$ cat src/wamd_pkg.sv
// Shared types and constants of the window average motion detector.
`default_nettype none

package wamd_pkg;

  localparam int SAMPLE_W           = 24;
  localparam int FRAC_W             = 8;
  localparam int INT_W              = SAMPLE_W - FRAC_W;
  localparam int THRESH_W           = 15;
  localparam int MODE_W             = 2;
  localparam int DEV_W              = 18;
  localparam int WINDOW_LEN_DEFAULT = 16;

  localparam logic [THRESH_W-1:0] THRESH_RESET = 15'd10;

  // Detector mode, also shown on the result beat.
  typedef enum logic [MODE_W-1:0] {
    MODE_STILL  = 2'd0,
    MODE_MOTION = 2'd1,
    MODE_SETTLE = 2'd2,
    MODE_DONE   = 2'd3
  } mode_e;

  // Window commands from the mode controller to the datapath.
  typedef struct packed {
    logic push;
    logic clear;
    logic slot_reset;
  } ctl_t;

endpackage

`default_nettype wire

$ cat src/window_average_motion_detector.sv
// Top level of the window average motion detector.
// Input channel: in_valid_i / in_ready_o carry one signed Q16.8 sample_i per beat.
// Output channel: out_valid_o / out_ready_i carry one result beat per sample:
//   mode_o, window_average_o (window sum / WINDOW_LEN, toward zero) and
//   deviation_o (integer sample minus integer previous average, or zero).
// Configuration: cfg_we_i writes cfg_wdata_i into the motion threshold at once;
//   write it only while no sample is in flight.
// Path: input register, then one pass through the mode logic, window RAM
//   and average unit into the result register. Throughput: one sample per
//   cycle while results are taken.
// The window is a RAM of WINDOW_LEN entries whose old entry at the write slot
//   is prefetched each cycle; per-entry valid bits make cleared entries read 0.
// Reset: mode still, counters, sum and valid bits clear, threshold 10; no
//   memory sweep is needed, so samples are taken right after reset.
// Stall: a held result keeps its values; one more sample waits in the input
//   register, after which in_ready_o drops until the result is taken.
`default_nettype none

module window_average_motion_detector #(
  parameter int WINDOW_LEN = wamd_pkg::WINDOW_LEN_DEFAULT
) (
  input  wire logic                                 clk_i,
  input  wire logic                                 rst_ni,
  input  wire logic                                 cfg_we_i,
  input  wire logic        [wamd_pkg::THRESH_W-1:0] cfg_wdata_i,
  input  wire logic                                 in_valid_i,
  output logic                                      in_ready_o,
  input  wire logic signed [wamd_pkg::SAMPLE_W-1:0] sample_i,
  output logic                                      out_valid_o,
  input  wire logic                                 out_ready_i,
  output logic             [wamd_pkg::MODE_W-1:0]   mode_o,
  output logic signed      [wamd_pkg::SAMPLE_W-1:0] window_average_o,
  output logic signed      [wamd_pkg::DEV_W-1:0]    deviation_o
);

  localparam int IDX_W = $clog2(WINDOW_LEN);
  localparam int SUM_W = wamd_pkg::SAMPLE_W + IDX_W;
  localparam logic [IDX_W-1:0] SLOT_LAST = IDX_W'(WINDOW_LEN - 1);

  logic                                  s1_valid_q;
  logic signed [wamd_pkg::SAMPLE_W-1:0]  s1_sample_q;
  logic                                  fire;
  logic                                  out_valid_q;
  logic signed [wamd_pkg::DEV_W-1:0]     dev_q;
  logic [wamd_pkg::THRESH_W-1:0]         thresh_q;

  logic signed [SUM_W-1:0]               sum_q, sum_d;
  logic signed [wamd_pkg::SAMPLE_W-1:0]  avg_q, avg_d;
  logic [IDX_W-1:0]                      slot_q, slot_d;
  logic [WINDOW_LEN-1:0]                 valid_q;
  logic [wamd_pkg::SAMPLE_W-1:0]         ram_rdata;
  logic signed [wamd_pkg::SAMPLE_W-1:0]  old_sample;

  wamd_pkg::mode_e                       mode;
  logic signed [wamd_pkg::DEV_W-1:0]     dev;
  wamd_pkg::ctl_t                        ctl;

  // Move a beat from the input register into the result register.
  assign fire       = s1_valid_q && (!out_valid_q || out_ready_i);
  assign in_ready_o = !s1_valid_q || fire;

  // Hold the motion threshold.
  always_ff @(posedge clk_i or negedge rst_ni) begin
    if (!rst_ni) begin
      thresh_q <= wamd_pkg::THRESH_RESET;
    end else if (cfg_we_i) begin
      thresh_q <= cfg_wdata_i;
    end
  end

  // Track input and result register occupancy.
  always_ff @(posedge clk_i or negedge rst_ni) begin
    if (!rst_ni) begin
      s1_valid_q  <= 1'b0;
      out_valid_q <= 1'b0;
    end else begin
      if (in_valid_i && in_ready_o) begin
        s1_valid_q <= 1'b1;
      end else if (fire) begin
        s1_valid_q <= 1'b0;
      end
      if (fire) begin
        out_valid_q <= 1'b1;
      end else if (out_ready_i) begin
        out_valid_q <= 1'b0;
      end
    end
  end

  // Capture payloads.
  always_ff @(posedge clk_i) begin
    if (in_valid_i && in_ready_o) begin
      s1_sample_q <= sample_i;
    end
    if (fire) begin
      dev_q <= dev;
    end
  end

  wamd_ctrl #(
    .WINDOW_LEN (WINDOW_LEN)
  ) u_ctrl (
    .clk_i    (clk_i),
    .rst_ni   (rst_ni),
    .fire_i   (fire),
    .sample_i (s1_sample_q),
    .avg_i    (avg_q),
    .thresh_i (thresh_q),
    .mode_o   (mode),
    .dev_o    (dev),
    .ctl_o    (ctl)
  );

  // Drop entries that were cleared or never written.
  assign old_sample = valid_q[slot_q] ? ram_rdata : '0;

  // Update running sum and write slot.
  always_comb begin
    sum_d  = sum_q;
    slot_d = slot_q;
    if (fire) begin
      if (ctl.clear) begin
        sum_d = '0;
      end else if (ctl.push) begin
        sum_d = sum_q + SUM_W'(s1_sample_q) - SUM_W'(old_sample);
      end
      if (ctl.push) begin
        slot_d = (slot_q == SLOT_LAST) ? '0 : slot_q + IDX_W'(1);
      end else if (ctl.slot_reset) begin
        slot_d = '0;
      end
    end
  end

  wamd_avg_div #(
    .WINDOW_LEN (WINDOW_LEN)
  ) u_avg_div (
    .sum_i (sum_d),
    .avg_o (avg_d)
  );

  // Prefetch the entry at the next write slot.
  wamd_ram #(
    .WIDTH (wamd_pkg::SAMPLE_W),
    .DEPTH (WINDOW_LEN)
  ) u_window_ram (
    .clk_i   (clk_i),
    .we_i    (fire && ctl.push),
    .waddr_i (slot_q),
    .wdata_i (s1_sample_q),
    .raddr_i (slot_d),
    .rdata_o (ram_rdata)
  );

  // Hold window state.
  always_ff @(posedge clk_i or negedge rst_ni) begin
    if (!rst_ni) begin
      sum_q   <= '0;
      avg_q   <= '0;
      slot_q  <= '0;
      valid_q <= '0;
    end else begin
      sum_q  <= sum_d;
      slot_q <= slot_d;
      if (fire) begin
        avg_q <= avg_d;
        if (ctl.clear) begin
          valid_q <= '0;
        end else if (ctl.push) begin
          valid_q[slot_q] <= 1'b1;
        end
      end
    end
  end

  assign out_valid_o      = out_valid_q;
  assign mode_o           = mode;
  assign window_average_o = avg_q;
  assign deviation_o      = dev_q;

endmodule

`default_nettype wire

$ cat src/wamd_ram.sv
// Generic single-write, single-read RAM with registered read data.
`default_nettype none

module wamd_ram #(
  parameter int WIDTH = 8,
  parameter int DEPTH = 16
) (
  input  wire logic                     clk_i,
  input  wire logic                     we_i,
  input  wire logic [$clog2(DEPTH)-1:0] waddr_i,
  input  wire logic [WIDTH-1:0]         wdata_i,
  input  wire logic [$clog2(DEPTH)-1:0] raddr_i,
  output logic      [WIDTH-1:0]         rdata_o
);

  logic [WIDTH-1:0] mem_q [DEPTH];
  logic [WIDTH-1:0] rdata_q;

  // Write one word.
  always_ff @(posedge clk_i) begin
    if (we_i) begin
      mem_q[waddr_i] <= wdata_i;
    end
  end

  // Register the read word.
  always_ff @(posedge clk_i) begin
    rdata_q <= mem_q[raddr_i];
  end

  assign rdata_o = rdata_q;

endmodule

`default_nettype wire

$ cat src/wamd_avg_div.sv
// Window average: running sum divided by the window length, toward zero.
`default_nettype none

module wamd_avg_div #(
  parameter int WINDOW_LEN = wamd_pkg::WINDOW_LEN_DEFAULT
) (
  input  wire logic signed [wamd_pkg::SAMPLE_W+$clog2(WINDOW_LEN)-1:0] sum_i,
  output logic signed      [wamd_pkg::SAMPLE_W-1:0]                    avg_o
);

  localparam int IDX_W   = $clog2(WINDOW_LEN);
  localparam int SUM_W   = wamd_pkg::SAMPLE_W + IDX_W;
  localparam int RECIP_W = wamd_pkg::SAMPLE_W + IDX_W;
  localparam int PROD_W  = SUM_W + RECIP_W;
  // |sum| <= N * 2^23, so a shift of 23 + 2*clog2(N) keeps the quotient exact.
  localparam int SHIFT   = wamd_pkg::SAMPLE_W - 1 + 2 * IDX_W;
  localparam logic [63:0] RECIP_FULL =
    ((64'd1 << SHIFT) + 64'(WINDOW_LEN) - 64'd1) / 64'(WINDOW_LEN);
  localparam logic [RECIP_W-1:0] RECIP = RECIP_FULL[RECIP_W-1:0];

  logic                           sum_neg;
  logic [SUM_W-1:0]               sum_mag;
  logic [PROD_W-1:0]              prod;
  logic [wamd_pkg::SAMPLE_W-1:0]  quot;

  // Take the magnitude, scale by the reciprocal, restore the sign.
  assign sum_neg = sum_i[SUM_W-1];
  assign sum_mag = sum_neg ? SUM_W'(-sum_i) : SUM_W'(sum_i);
  assign prod    = PROD_W'(sum_mag) * PROD_W'(RECIP);
  assign quot    = prod[SHIFT +: wamd_pkg::SAMPLE_W];
  assign avg_o   = sum_neg ? wamd_pkg::SAMPLE_W'(-quot) : quot;

endmodule

`default_nettype wire

$ cat src/wamd_ctrl.sv
// Mode controller: learning, motion, settling counters and deviation test.
`default_nettype none

module wamd_ctrl #(
  parameter int WINDOW_LEN = wamd_pkg::WINDOW_LEN_DEFAULT
) (
  input  wire logic                                clk_i,
  input  wire logic                                rst_ni,
  input  wire logic                                fire_i,
  input  wire logic signed [wamd_pkg::SAMPLE_W-1:0] sample_i,
  input  wire logic signed [wamd_pkg::SAMPLE_W-1:0] avg_i,
  input  wire logic        [wamd_pkg::THRESH_W-1:0] thresh_i,
  output wamd_pkg::mode_e                           mode_o,
  output logic signed      [wamd_pkg::DEV_W-1:0]    dev_o,
  output wamd_pkg::ctl_t                            ctl_o
);

  localparam int LC_W = $clog2(WINDOW_LEN + 2);
  localparam int MC_W = $clog2(4 * WINDOW_LEN + 2);
  localparam int SC_W = $clog2(WINDOW_LEN + 1);
  localparam int DEV_W = wamd_pkg::DEV_W;
  localparam int INT_W = wamd_pkg::INT_W;

  localparam logic [LC_W-1:0] LEARN_N   = LC_W'(WINDOW_LEN);
  localparam logic [LC_W-1:0] LEARN_MAX = LC_W'(WINDOW_LEN + 1);
  localparam logic [MC_W-1:0] MOVE_2N   = MC_W'(2 * WINDOW_LEN);
  localparam logic [MC_W-1:0] MOVE_3N   = MC_W'(3 * WINDOW_LEN);
  localparam logic [MC_W-1:0] MOVE_4N   = MC_W'(4 * WINDOW_LEN);
  localparam logic [MC_W-1:0] MOVE_MAX  = MC_W'(4 * WINDOW_LEN + 1);
  localparam logic [SC_W-1:0] SETTLE_N  = SC_W'(WINDOW_LEN);

  // Integer part of a Q16.8 value, truncated toward zero.
  function automatic logic signed [INT_W-1:0] q8_int(
    input logic signed [wamd_pkg::SAMPLE_W-1:0] v
  );
    logic signed [INT_W-1:0] hi;
    hi = v[wamd_pkg::SAMPLE_W-1:wamd_pkg::FRAC_W];
    if (v[wamd_pkg::SAMPLE_W-1] && (v[wamd_pkg::FRAC_W-1:0] != '0)) begin
      hi = hi + INT_W'(1);
    end
    return hi;
  endfunction

  wamd_pkg::mode_e   mode_q, mode_d, trial_mode;
  logic [LC_W-1:0]   learn_q, learn_d;
  logic [MC_W-1:0]   move_q, move_d;
  logic [SC_W-1:0]   settle_q, settle_d, trial_settle;

  logic signed [DEV_W-1:0] dev;
  logic [DEV_W-1:0]        dev_mag;
  logic                    dev_gt, dev_lt;
  logic                    still, still_cmp, motion, moving_cmp, finish;

  // Compare integer parts of sample and previous average.
  assign dev     = DEV_W'(q8_int(sample_i)) - DEV_W'(q8_int(avg_i));
  assign dev_mag = dev[DEV_W-1] ? DEV_W'(-dev) : DEV_W'(dev);
  assign dev_gt  = dev_mag > DEV_W'(thresh_i);
  assign dev_lt  = dev_mag < DEV_W'(thresh_i);

  assign still      = mode_q inside {wamd_pkg::MODE_STILL, wamd_pkg::MODE_DONE};
  assign still_cmp  = still && (learn_q > LEARN_N);
  assign motion     = still_cmp && dev_gt;
  assign moving_cmp = !still && (move_q >= MOVE_2N);

  // Work out the settling outcome of a compared moving-phase beat.
  always_comb begin
    trial_mode   = mode_q;
    trial_settle = settle_q;
    if (move_q > MOVE_4N) begin
      if (dev_lt) begin
        trial_mode = wamd_pkg::MODE_SETTLE;
        if (settle_q != SETTLE_N) begin
          trial_settle = settle_q + SC_W'(1);
        end
      end
      if (dev_gt) begin
        trial_mode   = wamd_pkg::MODE_MOTION;
        trial_settle = '0;
      end
    end
  end

  assign finish = moving_cmp && (trial_mode == wamd_pkg::MODE_SETTLE) &&
                  (trial_settle == SETTLE_N);

  // Next state: mode and counters.
  always_comb begin
    mode_d   = mode_q;
    learn_d  = learn_q;
    move_d   = move_q;
    settle_d = settle_q;
    if (still) begin
      if (motion) begin
        mode_d = wamd_pkg::MODE_MOTION;
      end else if (learn_q != LEARN_MAX) begin
        learn_d = learn_q + LC_W'(1);
      end
    end else if (!moving_cmp) begin
      move_d = move_q + MC_W'(1);
    end else if (finish) begin
      mode_d   = wamd_pkg::MODE_DONE;
      move_d   = '0;
      settle_d = '0;
    end else begin
      mode_d   = trial_mode;
      settle_d = trial_settle;
      if (move_q != MOVE_MAX) begin
        move_d = move_q + MC_W'(1);
      end
    end
  end

  // Outputs: window commands and reported deviation.
  always_comb begin
    ctl_o.slot_reset = motion;
    ctl_o.clear      = moving_cmp && !finish && (move_q == MOVE_3N);
    if (still) begin
      ctl_o.push = !motion;
    end else begin
      ctl_o.push = moving_cmp && !finish && (move_q > MOVE_3N);
    end
    dev_o = (still_cmp || moving_cmp) ? dev : '0;
  end

  // Advance state on each processed beat.
  always_ff @(posedge clk_i or negedge rst_ni) begin
    if (!rst_ni) begin
      mode_q   <= wamd_pkg::MODE_STILL;
      learn_q  <= '0;
      move_q   <= '0;
      settle_q <= '0;
    end else if (fire_i) begin
      mode_q   <= mode_d;
      learn_q  <= learn_d;
      move_q   <= move_d;
      settle_q <= settle_d;
    end
  end

  assign mode_o = mode_q;

endmodule

`default_nettype wire

$ cat config.mk
export PLATFORM = sky130hd
export DESIGN_NAME = window_average_motion_detector
export DESIGN_NICKNAME = d
export VERILOG_FILES = /design/src/wamd_pkg.sv /design/src/window_average_motion_detector.sv /design/src/wamd_ram.sv /design/src/wamd_avg_div.sv /design/src/wamd_ctrl.sv
export SDC_FILE = /design/constraint.sdc
export NUM_CORES = 1
export LEC_CHECK = 0
export ABC_AREA = 1
export BUFFER_PORTS_ARGS = -buffer_cell sky130_fd_sc_hd__buf_2
export CORE_MARGIN = 3
export CORE_UTILIZATION = 30
export CTS_CLUSTER_DIAMETER = 80
export DETAILED_ROUTE_END_ITERATION = 16
export PLACE_DENSITY = 0.43
export SYNTH_ARGS = -nofsm -noshare
export SYNTH_HDL_FRONTEND = slang
export SYNTH_SLANG_ARGS = --single-unit
$ cat constraint.sdc
create_clock -name clk_i -period 15.3 [get_ports clk_i]
set_input_delay 1.53 -clock clk_i [delete_from_list [all_inputs] [get_ports clk_i]]
set_output_delay 1.53 -clock clk_i [all_outputs]
set_load 0.005 [all_outputs]
==> summary by stage <==
Drt
The number of search-and-repair iterations in the first detailed-routing pass is 5. For this run, design rule violations remaining after detail routing come to 0. Wires add up to 84.4 mm. The detail-routed via count per cell is 4.79. In this run the remaining antenna-violating nets after routing total 0.

After the first detailed-routing iteration, the DRC count stood at 1,542. Dividing the detail-routed wire length by the instance count gives 19.6 µm. Summing over every cut layer, the via total after detailed routing is 20.7k.

Worst setup path
In this run the number of cells on the critical path is 48. The endpoint arrival time on the critical path is 10.70 ns. The critical path class is register to register.

The critical path contains buffers and inverters numbering 7 combined. In this design, the largest share of critical-path delay is due to simple AND/OR/NAND/NOR gates. The largest stage delay on the critical path is 0.65 ns. The worst register-to-register path has a depth of 48.

The worst setup path is launched from a register. Of all nets on the critical path, the largest fanout is 194. The slowest stage of the critical path belongs to the cell edfxtp_1. The worst endpoint required time is 15.75 ns. STA classifies the critical path endpoint as a register.

Logic synthesis
The dominant register cell in the synthesized netlist is edfxtp_1. The mean post-synth cell area is 9.84 µm². The net count of the mapped netlist is 3,053. The cell area that synthesis handed to floorplanning was 28,600 µm². The number of different library cells in the post-synthesis netlist is 62. For this run, the number of Yosys warnings is 0. After technology mapping, the gate count stands at 2,905. The count of flip-flops with a built-in enable after synthesis is 425. In this run, synthesis produced a sequential element count of 557. Sequential elements use 55.8% of the synthesized area. The fraction of registers with async set or reset after synthesis is 19.4%.

Global route
After global routing, the most crowded layer is met2. The first global-routing pass estimated 128 mm of wire. The via count of the first global-routing pass is 20.7k. Summed over all layers, the global routing overflow is 0. Global routing consumed, on the met3 layer, 2.33% of the routing resources. For met1 alone, demand over resource in global routing was 22.6%. The overall global routing resource usage is 17.0%. Entering global routing, the biggest net connects 195 pins.

The initial antenna violation count is 1. Global routing consumed, on the met2 layer, 29.0% of the routing resources.

Cells and area
The antenna diode count is 0. The most frequent standard cell in the layout excluding fill and tap cells is nand2_1. The multi-input combinational cells in the finished layout cover a total of 10,900 µm². The fraction of layout cells with a size suffix above 1 is 12.8%.

The number of nets in the final layout is 3,151. Compared with the post-synthesis result, the final layout area differs by 14.7%. The layout has 9,549 filler cells. Cells fill 34.9% of the core in the end.

In the layout the commonest cells are nand2_1 (467), edfxtp_1 (425), nor2_1 (375). Summing all non-filler instances in the final layout gives an area of 32,800 µm². The area of all sequential standard cells is 15,900 µm².

Outcome
The run finished with clean final reports.

Clocking
The total clock buffers created by CTS is 69. The TritonCTS clock tree is done. The number of sinks driven by the clock tree is 557.

Post-CTS timing repair inserted 0 buffers for setup. After clock tree synthesis, the clock-pin slew on the worst setup and hold paths is 0.06 ns. In this run the deepest clock path goes through 3 buffers. For this design, the CTS-stage hold fixing added 0 buffers. The clock root buffer is clkbuf_16. The clock latency reported for the late side of the worst-skew pair is 0.62 ns. The post-CTS resize count is 0. The H-tree generated during clock tree synthesis spans 3 levels.

Placement
The final weighted congestion of routability-driven global placement is 0.867. The placed instances occupy a cell area of 30,600 µm². The port buffer count is 89. The detailed placement HPWL is 54.5 mm.

STA
The worst relative slew slack is 21.5%. Setup repair after global routing left no endpoint under its margin. The part of the cycle the worst path needs is 67.0%. The smallest clock period supported by the final layout is computed as 10.25 ns. In the final timing run, aggregate negative setup slack is 0 ns. Derived from the worst setup path, the maximum achievable clock frequency is 0.0976 GHz. The tightest hold path in the finished design has a slack of 0.505 ns. The number of failing hold endpoints at the final stage is 0.

Setup violations remaining at the end of the flow were counted as 0. The max-slew violation count came to 0. At the pin with the least slew margin, the transition time is 1.18 ns. For the final database, setup skew stands at 0.0262 ns.

Floorplanning
In this run the horizontal extent of the chip is 315 µm. The area of the die is 99,100 µm². The core region area is 93,900 µm². The floorplan die height is 315 µm. Once the floorplan was initialized, standard cells occupied 30.5% of the core. The floorplan has 112 rows.

The number of top-level pins is 90.

Min path
The worst hold path passes through 2 cells. The min-delay analysis places its worst path in the category register to register.

Run
Across the run, the number of max-cap violations was 0.
metal layers:
| metal | wire, µm | vias to the layer above |
|---|---|---|
| met5 | 0 | - |
| met4 | 1990 | 0 |
| met3 | 2800 | 115 |
| met2 | 40900 | 348 |
| met1 | 38700 | 10100 |
| li1 | - | 10100 |
cell type report:
class,count,share of cell area (%)
inverter,358,4.12
clock buffer,94,5.77
clock inverter,31,1.09
multi-input combinational,1884,33.2
sequential,557,48.6
timing repair buffer,133,2.40
tap,1254,4.78
cells in the mapped netlist (3+ instances only):
library cell | count | share of area [%]
buf_4 | 9 | 0.24
a21oi_2 | 3 | 0.092
xor2_1 | 60 | 1.8
nor3b_1 | 3 | 0.079
fa_1 | 28 | 2.0
xnor2_1 | 23 | 0.70
edfxtp_1 | 425 | 45
nor2_2 | 21 | 0.46
nand2_2 | 42 | 0.92
inv_2 | 28 | 0.37
nor2_4 | 12 | 0.47
o211ai_1 | 11 | 0.29
o21ai_0 | 194 | 3.4
mux2i_1 | 47 | 1.6
buf_2 | 19 | 0.33
a21oi_1 | 83 | 1.5
o21ba_2 | 5 | 0.18
o21ai_1 | 46 | 0.81
nor3_1 | 36 | 0.63
inv_1 | 328 | 4.3
dfrtp_1 | 106 | 9.3
o21a_1 | 4 | 0.11
nand3b_1 | 17 | 0.45
a31oi_1 | 4 | 0.088
nand3_1 | 138 | 2.4
buf_1 | 6 | 0.079
buf_6 | 6 | 0.24
nor4_1 | 7 | 0.15
nand3_2 | 10 | 0.35
o22ai_1 | 28 | 0.61
nand2_1 | 468 | 6.1
clkbuf_1 | 65 | 0.85
nor2_1 | 388 | 5.1
ha_1 | 76 | 3.3
o32ai_1 | 29 | 0.89
o31ai_1 | 3 | 0.079
nand4_1 | 23 | 0.50
o221ai_1 | 41 | 1.3
dfxtp_1 | 24 | 1.7
nand2_4 | 8 | 0.32
logic make-up after synthesis:
family / Yosys count / synth area share [%]
and+or+nand+nor: 1185 / 18.5
xor gates and xnor gates: 85 / 2.66
adders and majority gates: 104 / 5.29
buffers and inverters: 464 / 6.50
DFF: 557 / 55.8
AOI/OAI and AO/OA: 461 / 9.58
muxes: 49 / 1.72
path summary, 6_finish.rpt:
kind,startpoint,endpoint,slack (ns)
max,s1_sample_q[6]$_DFFE_PP_,u_window_ram.rdata_o[23]$_DFF_P_,5.05
min,window_average_o[5]$_DFFE_PN0P_,window_average_o[5]$_DFFE_PN0P_,0.51
max reg2reg,s1_sample_q[6]$_DFFE_PP_,u_window_ram.rdata_o[23]$_DFF_P_,5.05
min reg2reg,window_average_o[5]$_DFFE_PN0P_,window_average_o[5]$_DFFE_PN0P_,0.51
max in group asynchronous,rst_ni,window_average_o[18]$_DFFE_PN0P_,13.01
min in group asynchronous,rst_ni,u_ctrl.settle_q[4]$_DFFE_PN0P_,1.01
worst reg2reg max path: cells and delay by family, from the launching register on:
kind / cells / cell delay (ns)
fa+ha+maj: 2 / 0.63
compound gates: 11 / 1.79
flops: 1 / 0.65
buf+inv: 7 / 2.40
xor+xnor: 2 / 0.40
simple gates: 26 / 4.21
registers in the layout (all words and copies together) (netlist names), 2 cells and up:
name	cells
u_window_ram.rdata_o	24
valid_q	16
u_window_ram.mem_q	384
s1_sample_q	24
u_ctrl.move_q	7
u_ctrl.mode_o	2
deviation_o	17
u_ctrl.settle_q	5
window_average_o	24
slot_q	4
sum_q	28
thresh_q	15
u_ctrl.learn_q	5
through the flow:
step	setup WS [ns]	instances
floorplan	8.06	2905
finish	5.05	4311
global route	3.75	4311
detailed placement	4.79	4186
CTS	4.74	4311
global placement	4.39	4185
Power is left out: the tool's default activity adds up to more than one toggle a clock period on the data nets, which glitch-free logic cannot reach.
